--- src/hdl/pfbs_pkg.sv ---
// Shared constants and types for the PPP frame byte stuffer.
package pfbs_pkg;

    localparam logic [7:0]  FLAG_BYTE      = 8'h7E;
    localparam logic [7:0]  ESC_BYTE       = 8'h7D;
    localparam logic [7:0]  FCS_FILL       = 8'h00;
    localparam logic [7:0]  ADDRESS_RESET  = 8'hFF;
    localparam logic [7:0]  CONTROL_RESET  = 8'hC0;
    localparam logic [15:0] PROTOCOL_RESET = 16'h0021;

    localparam int APB_ADDR_W  = 4;
    localparam int APB_DATA_W  = 32;
    localparam int QUEUE_DEPTH = 2;

    typedef enum logic [1:0] {
        REG_ADDRESS  = 2'd0,
        REG_CONTROL  = 2'd1,
        REG_PROTOCOL = 2'd2
    } reg_index_t;

    typedef struct packed {
        logic [7:0] data_byte;
        logic       frame_start;
        logic       frame_end;
        logic       escape;
    } item_desc_t;

    typedef struct packed {
        logic empty;
        logic full;
    } queue_stat_t;

    typedef struct packed {
        logic [7:0]  address_byte;
        logic [7:0]  control_byte;
        logic [15:0] protocol_word;
    } frame_cfg_t;

endpackage

--- src/hdl/pfbs_stream_if.sv ---
// Stream channel interfaces: payload bytes in, framed bytes out.
interface pfbs_in_if;
    logic       valid;
    logic       ready;
    logic [7:0] data_byte;
    logic       frame_start;
    logic       frame_end;

    modport source (output valid, data_byte, frame_start, frame_end, input ready);
    modport sink   (input valid, data_byte, frame_start, frame_end, output ready);
endinterface

interface pfbs_out_if;
    logic       valid;
    logic       ready;
    logic [7:0] out_byte;
    logic       out_last;

    modport source (output valid, out_byte, out_last, input ready);
    modport sink   (input valid, out_byte, out_last, output ready);
endinterface

--- src/hdl/pfbs_queue.sv ---
// Small descriptor queue between the front classifier and the back sequencer.
module pfbs_queue #(
    parameter int DEPTH = pfbs_pkg::QUEUE_DEPTH
) (
    input  logic                 clk,
    input  logic                 rst_n,
    input  logic                 push,
    input  pfbs_pkg::item_desc_t push_item,
    input  logic                 pop,
    output pfbs_pkg::item_desc_t head,
    output pfbs_pkg::queue_stat_t stat
);

    localparam int PTR_W = (DEPTH > 1) ? $clog2(DEPTH) : 1;
    localparam int CNT_W = $clog2(DEPTH + 1);

    pfbs_pkg::item_desc_t entry_reg [DEPTH];
    logic [PTR_W-1:0] wr_ptr_reg, wr_ptr_next;
    logic [PTR_W-1:0] rd_ptr_reg, rd_ptr_next;
    logic [CNT_W-1:0] count_reg, count_next;

    function automatic logic [PTR_W-1:0] ptr_advance(input logic [PTR_W-1:0] p);
        logic [PTR_W-1:0] r;
        if (p == PTR_W'(DEPTH - 1)) begin
            r = '0;
        end
        else begin
            r = p + PTR_W'(1);
        end
        return r;
    endfunction

    always_comb
    begin
        wr_ptr_next = push ? ptr_advance(wr_ptr_reg) : wr_ptr_reg;
        rd_ptr_next = pop  ? ptr_advance(rd_ptr_reg) : rd_ptr_reg;
        count_next  = count_reg;
        if (push && !pop) begin
            count_next = count_reg + CNT_W'(1);
        end
        else if (pop && !push) begin
            count_next = count_reg - CNT_W'(1);
        end
    end

    always_ff @(posedge clk or negedge rst_n)
    begin
        if (!rst_n) begin
            wr_ptr_reg <= '0;
            rd_ptr_reg <= '0;
            count_reg  <= '0;
        end
        else begin
            wr_ptr_reg <= wr_ptr_next;
            rd_ptr_reg <= rd_ptr_next;
            count_reg  <= count_next;
        end
    end

    always_ff @(posedge clk)
    begin
        if (push) begin
            entry_reg[wr_ptr_reg] <= push_item;
        end
    end

    assign head       = entry_reg[rd_ptr_reg];
    assign stat.empty = (count_reg == '0);
    assign stat.full  = (count_reg == CNT_W'(DEPTH));

endmodule

--- src/hdl/pfbs_front.sv ---
// Front end: accept payload bytes and classify them for the sequencer.
module pfbs_front (
    pfbs_in_if.sink                payload,
    input  pfbs_pkg::queue_stat_t  stat,
    output logic                   push,
    output pfbs_pkg::item_desc_t   push_item
);

    assign payload.ready = !stat.full;
    assign push          = payload.valid && !stat.full;

    always_comb
    begin
        push_item.data_byte   = payload.data_byte;
        push_item.frame_start = payload.frame_start;
        push_item.frame_end   = payload.frame_end;
        // flag and escape values in the payload need an escape in front
        push_item.escape      = (payload.data_byte == pfbs_pkg::FLAG_BYTE) ||
                                (payload.data_byte == pfbs_pkg::ESC_BYTE);
    end

endmodule

--- src/hdl/pfbs_back.sv ---
// Back end: walk the header, escape, data and trailer steps of each item.
module pfbs_back (
    input  logic                  clk,
    input  logic                  rst_n,
    input  pfbs_pkg::item_desc_t  head,
    input  pfbs_pkg::queue_stat_t stat,
    input  pfbs_pkg::frame_cfg_t  cfg,
    output logic                  pop,
    pfbs_out_if.source            framed
);

    typedef enum logic [3:0] {
        ST_FLAG_OPEN,
        ST_ADDR,
        ST_CTRL,
        ST_PROTO_HI,
        ST_PROTO_LO,
        ST_ESC,
        ST_DATA,
        ST_FCS_HI,
        ST_FCS_LO,
        ST_FLAG_CLOSE
    } step_t;

    step_t      step_reg, step_next;
    logic       busy_reg, busy_next;
    logic       out_valid_reg, out_valid_next;
    logic [7:0] out_byte_reg, out_byte_next;
    logic       out_last_reg, out_last_next;

    step_t      cur_step;
    step_t      succ_step;
    logic [7:0] cur_byte;
    logic       item_done;
    logic       emit;

    always_comb
    begin
        if (busy_reg) begin
            cur_step = step_reg;
        end
        else if (head.frame_start) begin
            cur_step = ST_FLAG_OPEN;
        end
        else if (head.escape) begin
            cur_step = ST_ESC;
        end
        else begin
            cur_step = ST_DATA;
        end

        cur_byte  = pfbs_pkg::FLAG_BYTE;
        succ_step = ST_DATA;
        item_done = 1'b0;
        case (cur_step)
            ST_FLAG_OPEN:
            begin
                cur_byte  = pfbs_pkg::FLAG_BYTE;
                succ_step = ST_ADDR;
            end
            ST_ADDR:
            begin
                cur_byte  = cfg.address_byte;
                succ_step = ST_CTRL;
            end
            ST_CTRL:
            begin
                cur_byte  = cfg.control_byte;
                succ_step = ST_PROTO_HI;
            end
            ST_PROTO_HI:
            begin
                cur_byte  = cfg.protocol_word[15:8];
                succ_step = ST_PROTO_LO;
            end
            ST_PROTO_LO:
            begin
                cur_byte  = cfg.protocol_word[7:0];
                succ_step = head.escape ? ST_ESC : ST_DATA;
            end
            ST_ESC:
            begin
                cur_byte  = pfbs_pkg::ESC_BYTE;
                succ_step = ST_DATA;
            end
            ST_DATA:
            begin
                cur_byte  = head.data_byte;
                succ_step = ST_FCS_HI;
                item_done = !head.frame_end;
            end
            ST_FCS_HI:
            begin
                cur_byte  = pfbs_pkg::FCS_FILL;
                succ_step = ST_FCS_LO;
            end
            ST_FCS_LO:
            begin
                cur_byte  = pfbs_pkg::FCS_FILL;
                succ_step = ST_FLAG_CLOSE;
            end
            ST_FLAG_CLOSE:
            begin
                cur_byte  = pfbs_pkg::FLAG_BYTE;
                item_done = 1'b1;
            end
            default:
            begin
                cur_byte  = pfbs_pkg::FLAG_BYTE;
                item_done = 1'b1;
            end
        endcase

        emit = !stat.empty && (!out_valid_reg || framed.ready);
        pop  = emit && item_done;

        step_next      = step_reg;
        busy_next      = busy_reg;
        out_valid_next = out_valid_reg;
        out_byte_next  = out_byte_reg;
        out_last_next  = out_last_reg;
        if (emit) begin
            step_next      = succ_step;
            busy_next      = !item_done;
            out_valid_next = 1'b1;
            out_byte_next  = cur_byte;
            out_last_next  = item_done;
        end
        else if (framed.ready) begin
            out_valid_next = 1'b0;
        end
    end

    always_ff @(posedge clk or negedge rst_n)
    begin
        if (!rst_n) begin
            step_reg      <= ST_FLAG_OPEN;
            busy_reg      <= 1'b0;
            out_valid_reg <= 1'b0;
            out_byte_reg  <= '0;
            out_last_reg  <= 1'b0;
        end
        else begin
            step_reg      <= step_next;
            busy_reg      <= busy_next;
            out_valid_reg <= out_valid_next;
            out_byte_reg  <= out_byte_next;
            out_last_reg  <= out_last_next;
        end
    end

    assign framed.valid    = out_valid_reg;
    assign framed.out_byte = out_byte_reg;
    assign framed.out_last = out_last_reg;

endmodule

--- src/hdl/ppp_frame_byte_stuffer_core.sv ---
// Top level of the PPP frame byte stuffer: APB registers, front, queue and back.
//
// Takes one payload byte per transaction and sends the framed, byte-stuffed
// stream one byte per transaction. A byte flagged frame_start is preceded by
// the opening flag 0x7E, the address byte, the control byte and the protocol
// word (high byte first); a payload byte equal to 0x7E or 0x7D is preceded
// by the escape 0x7D and is sent unchanged; a byte flagged frame_end is
// followed by two zero FCS bytes and the closing flag 0x7E. out_last marks
// the final output byte caused by each input byte. No frame state is kept:
// every input byte is framed exactly as its own flags say. An input byte
// becomes 1 + 5*frame_start + escape + 3*frame_end output bytes, from 1 to
// 10; the back sequencer emits one byte per cycle while the sink is ready,
// so plain bytes stream at one per cycle. The front classifies each byte and
// places it in a QUEUE_DEPTH-entry queue, so input can be taken while the
// output register holds a byte waiting for the sink. Registers at byte
// address 0 (address_byte, reset 0xFF), 4 (control_byte, reset 0xC0) and
// 8 (protocol_word, reset 0x0021); write them only while the block is idle.
module ppp_frame_byte_stuffer_core #(
    parameter int QUEUE_DEPTH = pfbs_pkg::QUEUE_DEPTH
) (
    input  logic                            clk,
    input  logic                            rst_n,
    input  logic                            psel,
    input  logic                            penable,
    input  logic                            pwrite,
    input  logic [pfbs_pkg::APB_ADDR_W-1:0] paddr,
    input  logic [pfbs_pkg::APB_DATA_W-1:0] pwdata,
    output logic [pfbs_pkg::APB_DATA_W-1:0] prdata,
    output logic                            pready,
    pfbs_in_if.sink                         payload,
    pfbs_out_if.source                      framed
);

    pfbs_pkg::frame_cfg_t  cfg_reg;
    pfbs_pkg::item_desc_t  push_item;
    pfbs_pkg::item_desc_t  head;
    pfbs_pkg::queue_stat_t stat;
    logic                  push;
    logic                  pop;
    logic                  cfg_write;
    logic [1:0]            reg_sel;

    // Word index; low address bits are ignored.
    assign reg_sel   = paddr[3:2];
    assign pready    = 1'b1;
    assign cfg_write = psel && penable && pwrite;

    // Hold the framing fields; writes beyond the register list are dropped.
    always_ff @(posedge clk or negedge rst_n)
    begin
        if (!rst_n) begin
            cfg_reg.address_byte  <= pfbs_pkg::ADDRESS_RESET;
            cfg_reg.control_byte  <= pfbs_pkg::CONTROL_RESET;
            cfg_reg.protocol_word <= pfbs_pkg::PROTOCOL_RESET;
        end
        else if (cfg_write) begin
            case (reg_sel)
                pfbs_pkg::REG_ADDRESS:  cfg_reg.address_byte  <= pwdata[7:0];
                pfbs_pkg::REG_CONTROL:  cfg_reg.control_byte  <= pwdata[7:0];
                pfbs_pkg::REG_PROTOCOL: cfg_reg.protocol_word <= pwdata[15:0];
                default:                cfg_reg               <= cfg_reg;
            endcase
        end
    end

    // Read back the selected register, zero-extended to the bus width.
    always_comb
    begin
        case (reg_sel)
            pfbs_pkg::REG_ADDRESS:
                prdata = pfbs_pkg::APB_DATA_W'(cfg_reg.address_byte);
            pfbs_pkg::REG_CONTROL:
                prdata = pfbs_pkg::APB_DATA_W'(cfg_reg.control_byte);
            pfbs_pkg::REG_PROTOCOL:
                prdata = pfbs_pkg::APB_DATA_W'(cfg_reg.protocol_word);
            default:
                prdata = '0;
        endcase
    end

    // Classify each accepted byte: flags plus whether it needs an escape.
    pfbs_front u_front (
        .payload   (payload),
        .stat      (stat),
        .push      (push),
        .push_item (push_item)
    );

    // Decouple acceptance from emission so either side can stall alone.
    pfbs_queue #(
        .DEPTH (QUEUE_DEPTH)
    ) u_queue (
        .clk       (clk),
        .rst_n     (rst_n),
        .push      (push),
        .push_item (push_item),
        .pop       (pop),
        .head      (head),
        .stat      (stat)
    );

    // Advance one output byte per cycle, while the sink is not stalling, through the steps of the head item.
    pfbs_back u_back (
        .clk    (clk),
        .rst_n  (rst_n),
        .head   (head),
        .stat   (stat),
        .cfg    (cfg_reg),
        .pop    (pop),
        .framed (framed)
    );

endmodule

--- src/flat_wrapper.sv ---
// flat-port wrapper written by rule: the top's interface ports become plain ports
module ppp_frame_byte_stuffer_core_flat 
#(
    parameter int QUEUE_DEPTH = pfbs_pkg::QUEUE_DEPTH
)
  (clk, rst_n, psel, penable, pwrite, paddr, pwdata, prdata, pready, payload_valid, payload_data_byte, payload_frame_start, payload_frame_end, payload_ready, framed_valid, framed_out_byte, framed_out_last, framed_ready);
  pfbs_in_if payload_i ();
  pfbs_out_if framed_i ();
  input  logic clk;
  input  logic rst_n;
  input  logic psel;
  input  logic penable;
  input  logic pwrite;
  input  logic [pfbs_pkg::APB_ADDR_W-1:0] paddr;
  input  logic [pfbs_pkg::APB_DATA_W-1:0] pwdata;
  output logic [pfbs_pkg::APB_DATA_W-1:0] prdata;
  output logic pready;
  input wire logic [$bits(payload_i.valid)-1:0] payload_valid;
  input wire logic [$bits(payload_i.data_byte)-1:0] payload_data_byte;
  input wire logic [$bits(payload_i.frame_start)-1:0] payload_frame_start;
  input wire logic [$bits(payload_i.frame_end)-1:0] payload_frame_end;
  output wire logic [$bits(payload_i.ready)-1:0] payload_ready;
  output wire logic [$bits(framed_i.valid)-1:0] framed_valid;
  output wire logic [$bits(framed_i.out_byte)-1:0] framed_out_byte;
  output wire logic [$bits(framed_i.out_last)-1:0] framed_out_last;
  input wire logic [$bits(framed_i.ready)-1:0] framed_ready;
  assign payload_i.valid = payload_valid;
  assign payload_i.data_byte = payload_data_byte;
  assign payload_i.frame_start = payload_frame_start;
  assign payload_i.frame_end = payload_frame_end;
  assign payload_ready = payload_i.ready;
  assign framed_valid = framed_i.valid;
  assign framed_out_byte = framed_i.out_byte;
  assign framed_out_last = framed_i.out_last;
  assign framed_i.ready = framed_ready;
  ppp_frame_byte_stuffer_core #(.QUEUE_DEPTH(QUEUE_DEPTH)) u_core (.clk(clk), .rst_n(rst_n), .psel(psel), .penable(penable), .pwrite(pwrite), .paddr(paddr), .pwdata(pwdata), .prdata(prdata), .pready(pready), .payload(payload_i), .framed(framed_i));
endmodule
--- config.mk ---
export PLATFORM = sky130hd
export DESIGN_NAME = ppp_frame_byte_stuffer_core_flat
export DESIGN_NICKNAME = d
export VERILOG_FILES = /design/src/hdl/pfbs_pkg.sv /design/src/hdl/pfbs_stream_if.sv /design/src/hdl/pfbs_queue.sv /design/src/hdl/pfbs_front.sv /design/src/hdl/pfbs_back.sv /design/src/hdl/ppp_frame_byte_stuffer_core.sv /design/src/flat_wrapper.sv
export SDC_FILE = /design/constraint.sdc
export NUM_CORES = 1
export LEC_CHECK = 0
export BUFFER_PORTS_ARGS = -buffer_cell sky130_fd_sc_hd__buf_2
export CAP_MARGIN = 40
export CORE_ASPECT_RATIO = 0.5
export CORE_MARGIN = 3
export CORE_UTILIZATION = 40
export DETAILED_ROUTE_END_ITERATION = 8
export PLACE_DENSITY = 0.64
export SETUP_SLACK_MARGIN = 0.02
export SYNTH_ARGS = -nofsm -noshare
export SYNTH_HDL_FRONTEND = slang
export SYNTH_SLANG_ARGS = --single-unit
--- constraint.sdc ---
create_clock -name clk -period 3.2 [get_ports clk]
set_clock_uncertainty 0.05 [all_clocks]
set_input_delay 0.16 -clock clk [delete_from_list [all_inputs] [get_ports clk]]
set_output_delay 0.16 -clock clk [all_outputs]
set_load 0.01 [all_outputs]
# --- After elaboration in Yosys (flattened, before gate mapping) ---
# Memory sizes are Yosys's and may differ from the RTL's.
# Index checks and enable logic that the tools add are counted.
totals:
  output_inout_bits: 44
  register_bits: 51
  word_cells: 70
  mem_bits_rw: 22
  input_bits: 53
  memories: 1
memory_table:
  columns: ["name", "words", "width", "read_ports", "rd_ports_with_merged_regs", "write_ports", "line_no", "rtl"]
  rows:
  - ["u_core.u_queue.entry_reg", 2, 11, 1, 0, 1, "pfbs_queue.sv:17", "pfbs_pkg::item_desc_t entry_reg [DEPTH];"]
op_classes:
  muxes: 15
  eq_ne: 13
  add_sub_neg: 4
  n_reduce_logical: 26
ops:
  columns: ["op", "n"]
  rows:
  - ["one-hot mux 8 bit (7 select lines)", 1]
  - ["one-hot mux 16 bit (3 select lines)", 1]
  - ["one-hot mux 4 bit (8 select lines)", 1]
  - ["== test 4 x 3 -> 1 bit, second input constant", 4]
  - ["== test 8 x 7 -> 1 bit, second input constant", 2]
  - ["== test 4 x 2 -> 1 bit, second input constant", 2]
  - ["OR reduction 8 bit", 1]
  - ["logical AND 1 bit", 7]
  - ["zero test 1 bit", 7]
  - ["two-way mux 1 bit", 6]
  - ["two-way mux 2 bit", 3]
  - ["AND reduction 2 bit", 3]
  - ["== test 2 bit, second input constant", 2]
  - ["== test 4 x 1 -> 1 bit, second input constant", 1]
  - ["== test 4 bit, second input constant", 1]
  - ["zero test 2 bit", 2]
  - ["zero test 4 bit", 1]
  - ["two-way mux 4 bit", 1]
  - ["nonzero test 2 bit", 2]
  - ["two-way mux 3 bit", 1]
  - ["adder 1 bit, second input constant", 2]
  - ["adder 2 x 1 -> 2 bit, second input constant", 1]
  - ["== test 2 x 1 -> 1 bit, second input constant", 1]
  - ["logical OR 1 bit", 2]
  - ["other kinds (3)", 3]

# --- Depth between registers and ports, before layout ---
# An unclocked memory read counts as a cell.
depth:
  depth_word: 11
  depth_mapped: 11
  ltp_nobuf: 9

# --- By module ---
# Synthesis repeated with hierarchy kept, for this count alone.
unflattened:
  cells_unflattened: 331
  area_unflattened_um2: 3956.3
modules_own_cells:
  columns: ["module", "area_per_inst_um2", "seq_area_each_um2", "n_inst", "cells_each"]
  rows:
  - ["ppp_frame_byte_stuffer_core", 1596.5, 815.8, 1, 125]
  - ["pfbs_back", 1228.7, 375.4, 1, 141]
  - ["pfbs_queue", 1016.0, 760.7, 1, 50]
  - ["pfbs_front", 115.1, 0.0, 1, 15]

# --- Least setup slack after synthesis ---
# Ideal clock, no wire load.
synth_path:
  path_type: "reg2reg"
  startpoint: "register u_core.u_queue.rd_ptr_reg"
  endpoint: "register u_core.u_queue.count_reg[1]"
  stages_incl_launch_ff: 10
  n_path_buf: 2
  period_less_slack_ns: 2.300
  path_slack_ns: 0.900
  t_arrival_ns: 2.171
  path_cell_list: "dfrtp_1 buf_4 clkbuf_1 mux2i_1 nand4_1 a21oi_1 inv_1 ha_1 nor2_1 xor2_1"
synth_via:
  elab_chain_len: 11
  elab_cells_between_ends: 22
  cone_classes: "eq/ne (8); mux (5); reduce/logical (8); memory (1)"
synth_rtl:
  columns: ["item", "line_no", "rtl"]
  rows:
  - ["from (decl)", "pfbs_queue.sv:19", "logic [PTR_W-1:0] rd_ptr_reg, rd_ptr_next;"]
  - ["from (signal assigned)", "pfbs_queue.sv:55", "rd_ptr_reg <= rd_ptr_next;"]
  - ["memory (2 x 11 bit) (*)", null, null]
  - ["two-way mux 2 bit", "pfbs_back.sv:45", "else if (head.escape) begin"]
  - ["two-way mux 3 bit", "pfbs_back.sv:42", "else if (head.frame_start) begin"]
  - ["two-way mux 4 bit", "pfbs_back.sv:39", "if (busy_reg) begin"]
  - ["== test 4 bit, or another cell as far along", "pfbs_back.sv:55", "case (cur_step)"]
  - ["OR reduction 8 bit (no source line)", null, null]
  - ["one-hot mux 1 bit (2 select lines) (*)", "pfbs_back.sv:55", null]
  - ["logical AND 1 bit (*)", "pfbs_back.sv:115", "pop = emit && item_done;"]
  - ["zero test 1 bit", "pfbs_queue.sv:38", "if (push && !pop) begin"]
  - ["logical AND 1 bit", "pfbs_queue.sv:38", null]
  - ["two-way mux 2 bit / nonzero test 2 bit (equally long branches)", null, null]
  - ["to (signal assigned)", "pfbs_queue.sv:56", "count_reg <= count_next;"]
  - ["to (decl)", "pfbs_queue.sv:20", "logic [CNT_W-1:0] count_reg, count_next;"]
# Every way passes the cells marked *; elsewhere a longest branch is shown, timed or not.
# A chain may end at the register's enable or synchronous reset.

# --- Worst setup path in the final report ---
layout_path:
  startpoint: "register u_core.u_back.busy_reg"
  endpoint: "register u_core.u_queue.count_reg[1]"
layout_via:
  elab_chain_len: 8
  elab_cells_between_ends: 18
  cone_classes: "eq/ne (8); mux (3); reduce/logical (7)"
layout_rtl:
  columns: ["item", "line_no", "rtl"]
  rows:
  - ["from (decl)", "pfbs_back.sv:26", "logic busy_reg, busy_next;"]
  - ["from (signal assigned)", "pfbs_back.sv:145", "busy_reg <= busy_next;"]
  - ["two-way mux 4 bit (*)", "pfbs_back.sv:39", null]
  - ["== test 4 bit, or another cell as far along", "pfbs_back.sv:55", null]
  - ["OR reduction 8 bit (no source line)", null, null]
  - ["one-hot mux 1 bit (2 select lines) (*)", "pfbs_back.sv:55", null]
  - ["logical AND 1 bit (*)", "pfbs_back.sv:115", null]
  - ["zero test 1 bit", "pfbs_queue.sv:38", null]
  - ["logical AND 1 bit", "pfbs_queue.sv:38", null]
  - ["two-way mux 2 bit / nonzero test 2 bit (equally long branches)", null, null]
# Marked as above.

==> results.sh <==
export IMPL_die_area_um2=10700
export IMPL_drtPass1Iterations=5
export IMPL_clock_sinks=73
export IMPL_clk_path_buf_depth=2
export IMPL_slew_viol_final=0
export IMPL_hpwl_mm=6.57
export IMPL_layout_drive_gt1_share=0.346
export IMPL_arrival_ns=2.98
export IMPL_fin_cells=527
export IMPL_synth_mux_area_frac=0.149
export IMPL_synthAdderAreaFrac=0.00330
export IMPL_worst_pin_slew_ns=0.903
export IMPL_cap_violations=0
export IMPL_finalWirelength_mm=9.14
export IMPL_start_util=0.423
export IMPL_ys_ff_latch=73
export IMPL_clockPowerShare=0.231
export IMPL_gr_total_overflow=0
export IMPL_yosys_most_used_dff="dfrtp_1"
export IMPL_drc=0
export IMPL_async_flop_share=0.699
export IMPL_period_share=0.865
export IMPL_place_ws_ns=0.469
export IMPL_p_per_area_nw_per_um2=832
export IMPL_syn_area_um2=3790
export IMPL_synth_top_family_by_area="multiplexers"
export IMPL_gp_congestion=0.863
export IMPL_grt_pass1_wl_mm=14.5
export IMPL_clkTransAtPathRegs_ns=0.05
export IMPL_start_kind="flip-flop"
export IMPL_cts_buffers=9
export IMPL_n_fill_cell=791
export IMPL_critPathMaxFanout=18
export IMPL_setup_viol=0
export IMPL_core_um2=8950
export IMPL_worst_slack_ns=0.432
export IMPL_synth_edff_count=22
export IMPL_wl_per_cell_um=17.3
export IMPL_worstSkewPairLatency_ns=0.34
export IMPL_hold_violations=0
export IMPL_largest_reg_flops=32
export IMPL_cts_tree="done"
export IMPL_post_place_cells=493
export IMPL_yosysUniqueCellTypes=62
export IMPL_cp_end_kind="flip-flop"
export IMPL_multi_input_comb_area_um2=1680
export IMPL_layout_min_cycle_time_ns=2.77
export IMPL_hold_depth=2
export IMPL_fmax_mhz=361
export IMPL_grt_max_degree=29
export IMPL_grt_pass1_vias=2825
export IMPL_peakVddDrop_v=0.000361
export IMPL_nets=459
export IMPL_cts_root_buf="clkbuf_16"
export IMPL_area_growth_synth_to_final_pct=21.5
export IMPL_post_route_util=0.514
export IMPL_power_mw=3.83
export IMPL_p_int_mw=2.41
export IMPL_antenna_left=0
export IMPL_relSlewSlack=0.395
export IMPL_synth_seq_area_share=0.515
export IMPL_syn_area_per_cell_um2=11.7
export IMPL_cts_max_level=3
export IMPL_fin_setup_tns_ns=0
export IMPL_antenna_found_initial=0
export IMPL_viasPerCell=5.54
export IMPL_cts_resized=0
export IMPL_die_height_um=74.8
export IMPL_dieWidth_um=144
export IMPL_port_buffers=61
export IMPL_synthSimpleGateAreaFrac=0.132
export IMPL_criticalPathCategory="reg2reg"
export IMPL_rsz0062_at_grt="false"
export IMPL_pwr_share_seq=0.386
export IMPL_leakage_nw=1.95
export IMPL_antennaDiodeCount=0
export IMPL_synth_compound_area_frac=0.128
export IMPL_cp_required_ns=3.41
export IMPL_grt_usage=0.178
export IMPL_comb_power_share=0.384
export IMPL_status="complete, no violations"
export IMPL_drt_iter0_markers=165
export IMPL_fp_row_count=24
export IMPL_synthCells=325
export IMPL_register_area_um2=1950
export IMPL_vias=2920
export IMPL_switching_share=0.371
export IMPL_io_pins=97
export IMPL_reg2reg_depth=9
export IMPL_synth_xor_area_frac=0.0139
export IMPL_yosys_warnings=0
export IMPL_min_path_type="in2reg"
export IMPL_switching_power_mw=1.42
-- routing by layer --
metal,share of wire,routed length (µm),global-route usage
met1,0.46,4230,0.246
met2,0.46,4170,0.272
met3,0.067,610,0.0552
met4,0.014,126,0.0564
met5,0,0,0
-- power by group through the flow --
stage          Combinational [mW]  Clock [mW]  Sequential (mW)
2_1_floorplan                1.06           0             1.44
3_3_place_gp                 1.40           0             1.47
3_5_place_dp                 1.44           0             1.49
4_1_cts                      1.46       0.901             1.48
5_1_grt                      1.62       0.951             1.52
6_report                     1.47       0.883             1.48
-- cells in the final DEF, fill, tap and decap left out, types with 5 or more instances in the layout --
cell type	netlist	routed
buf_2	4	61
dfrtp_1	39	39
mux2_2	34	34
nand2_1	31	31
edfxtp_1	22	22
mux2i_1	18	18
dlygate4sd3_1	0	18
conb_1	2	17
o21ai_0	15	15
dfstp_2	12	12
and2_1	9	9
a21oi_1	9	9
nor2_1	9	9
clkbuf_16	0	9
o32a_1	6	6
buf_4	20	6
nor4_1	5	5
a221o_1	5	5
-- through the flow --
step,hold slack (ns),instance area [µm²]
floorplan,-0.186,3840
global placement,0.302,4140
detailed placement,0.131,4170
CTS,0.00186,4580
global route,0.00595,4600
finish,0.00995,4600
-- area by class of cell --
type	instances	share of cell area
Clock inverter	5	0.00489
Timing Repair Buffer	86	0.120
Multi-Input combinational cell	231	0.366
Clock buffer	11	0.0506
Inverter	4	0.00326
Tap cell	117	0.0318
Sequential cell	73	0.424
-- kinds of logic after synthesis --
kind of cell               after synthesis
AOI/OAI and AO/OA                       66
xor gates and xnor gates                 6
adders and majority gates                1
buffers and inverters                   36
DFF                                     73
muxes                                   52
other                                    2
and+or+nand+nor                         89
-- worst paths after layout --
check	slack, ns	endpoint	startpoint
worst min register to register	0.44	u_core.u_back.framed.out_last$_DFFE_PN0P_	u_core.u_back.framed.out_last$_DFFE_PN0P_
min in group asynchronous	0.30	u_core.u_back.framed.out_byte[4]$_DFFE_PN0P_	rst_n
worst min-delay path	0.01	u_core.cfg_reg[14]$_DFFE_PN0P_	pwdata[14]
worst max register to register	0.43	u_core.u_queue.count_reg[1]$_DFFE_PN0P_	u_core.u_back.busy_reg$_DFFE_PN0P_
worst max-delay path	0.43	u_core.u_queue.count_reg[1]$_DFFE_PN0P_	u_core.u_back.busy_reg$_DFFE_PN0P_
max in group asynchronous	2.19	u_core.cfg_reg[26]$_DFFE_PN1P_	rst_n
-- synth_stat cells, drive strengths merged (5+ instances only) --
cell,instances,area (µm²)
a21oi,9,45.0
a221o,5,50.1
and2,9,56.3
buf,26,178
clkbuf,6,22.5
dfrtp,39,976
dfstp,12,315
edfxtp,22,661
mux2,34,383
mux2i,18,180
nand2,31,116
nand3,5,30.0
nor2,11,46.3
nor3,6,40.0
nor4,5,31.3
o21ai,20,104
o32a,6,60.1
-- worst max-delay path, cell delays in order (launching register included) --
cell      delay, ns
dfrtp_1        0.66
and4bb_2       0.34
nor3_2         0.38
nand4_1        0.15
a21oi_1        0.36
inv_1          0.10
ha_1           0.22
xor2_1         0.14
nor2_1         0.12
xor2_1         0.16
-- what timing repair did --
action	4_1_cts	5_1_grt
endpoints found under the setup margin	0	0
hold endpoints to repair	42	2
hold buffers	16	2
setup buffers	0	0
Note: power is estimated with default switching activity, not from simulation.
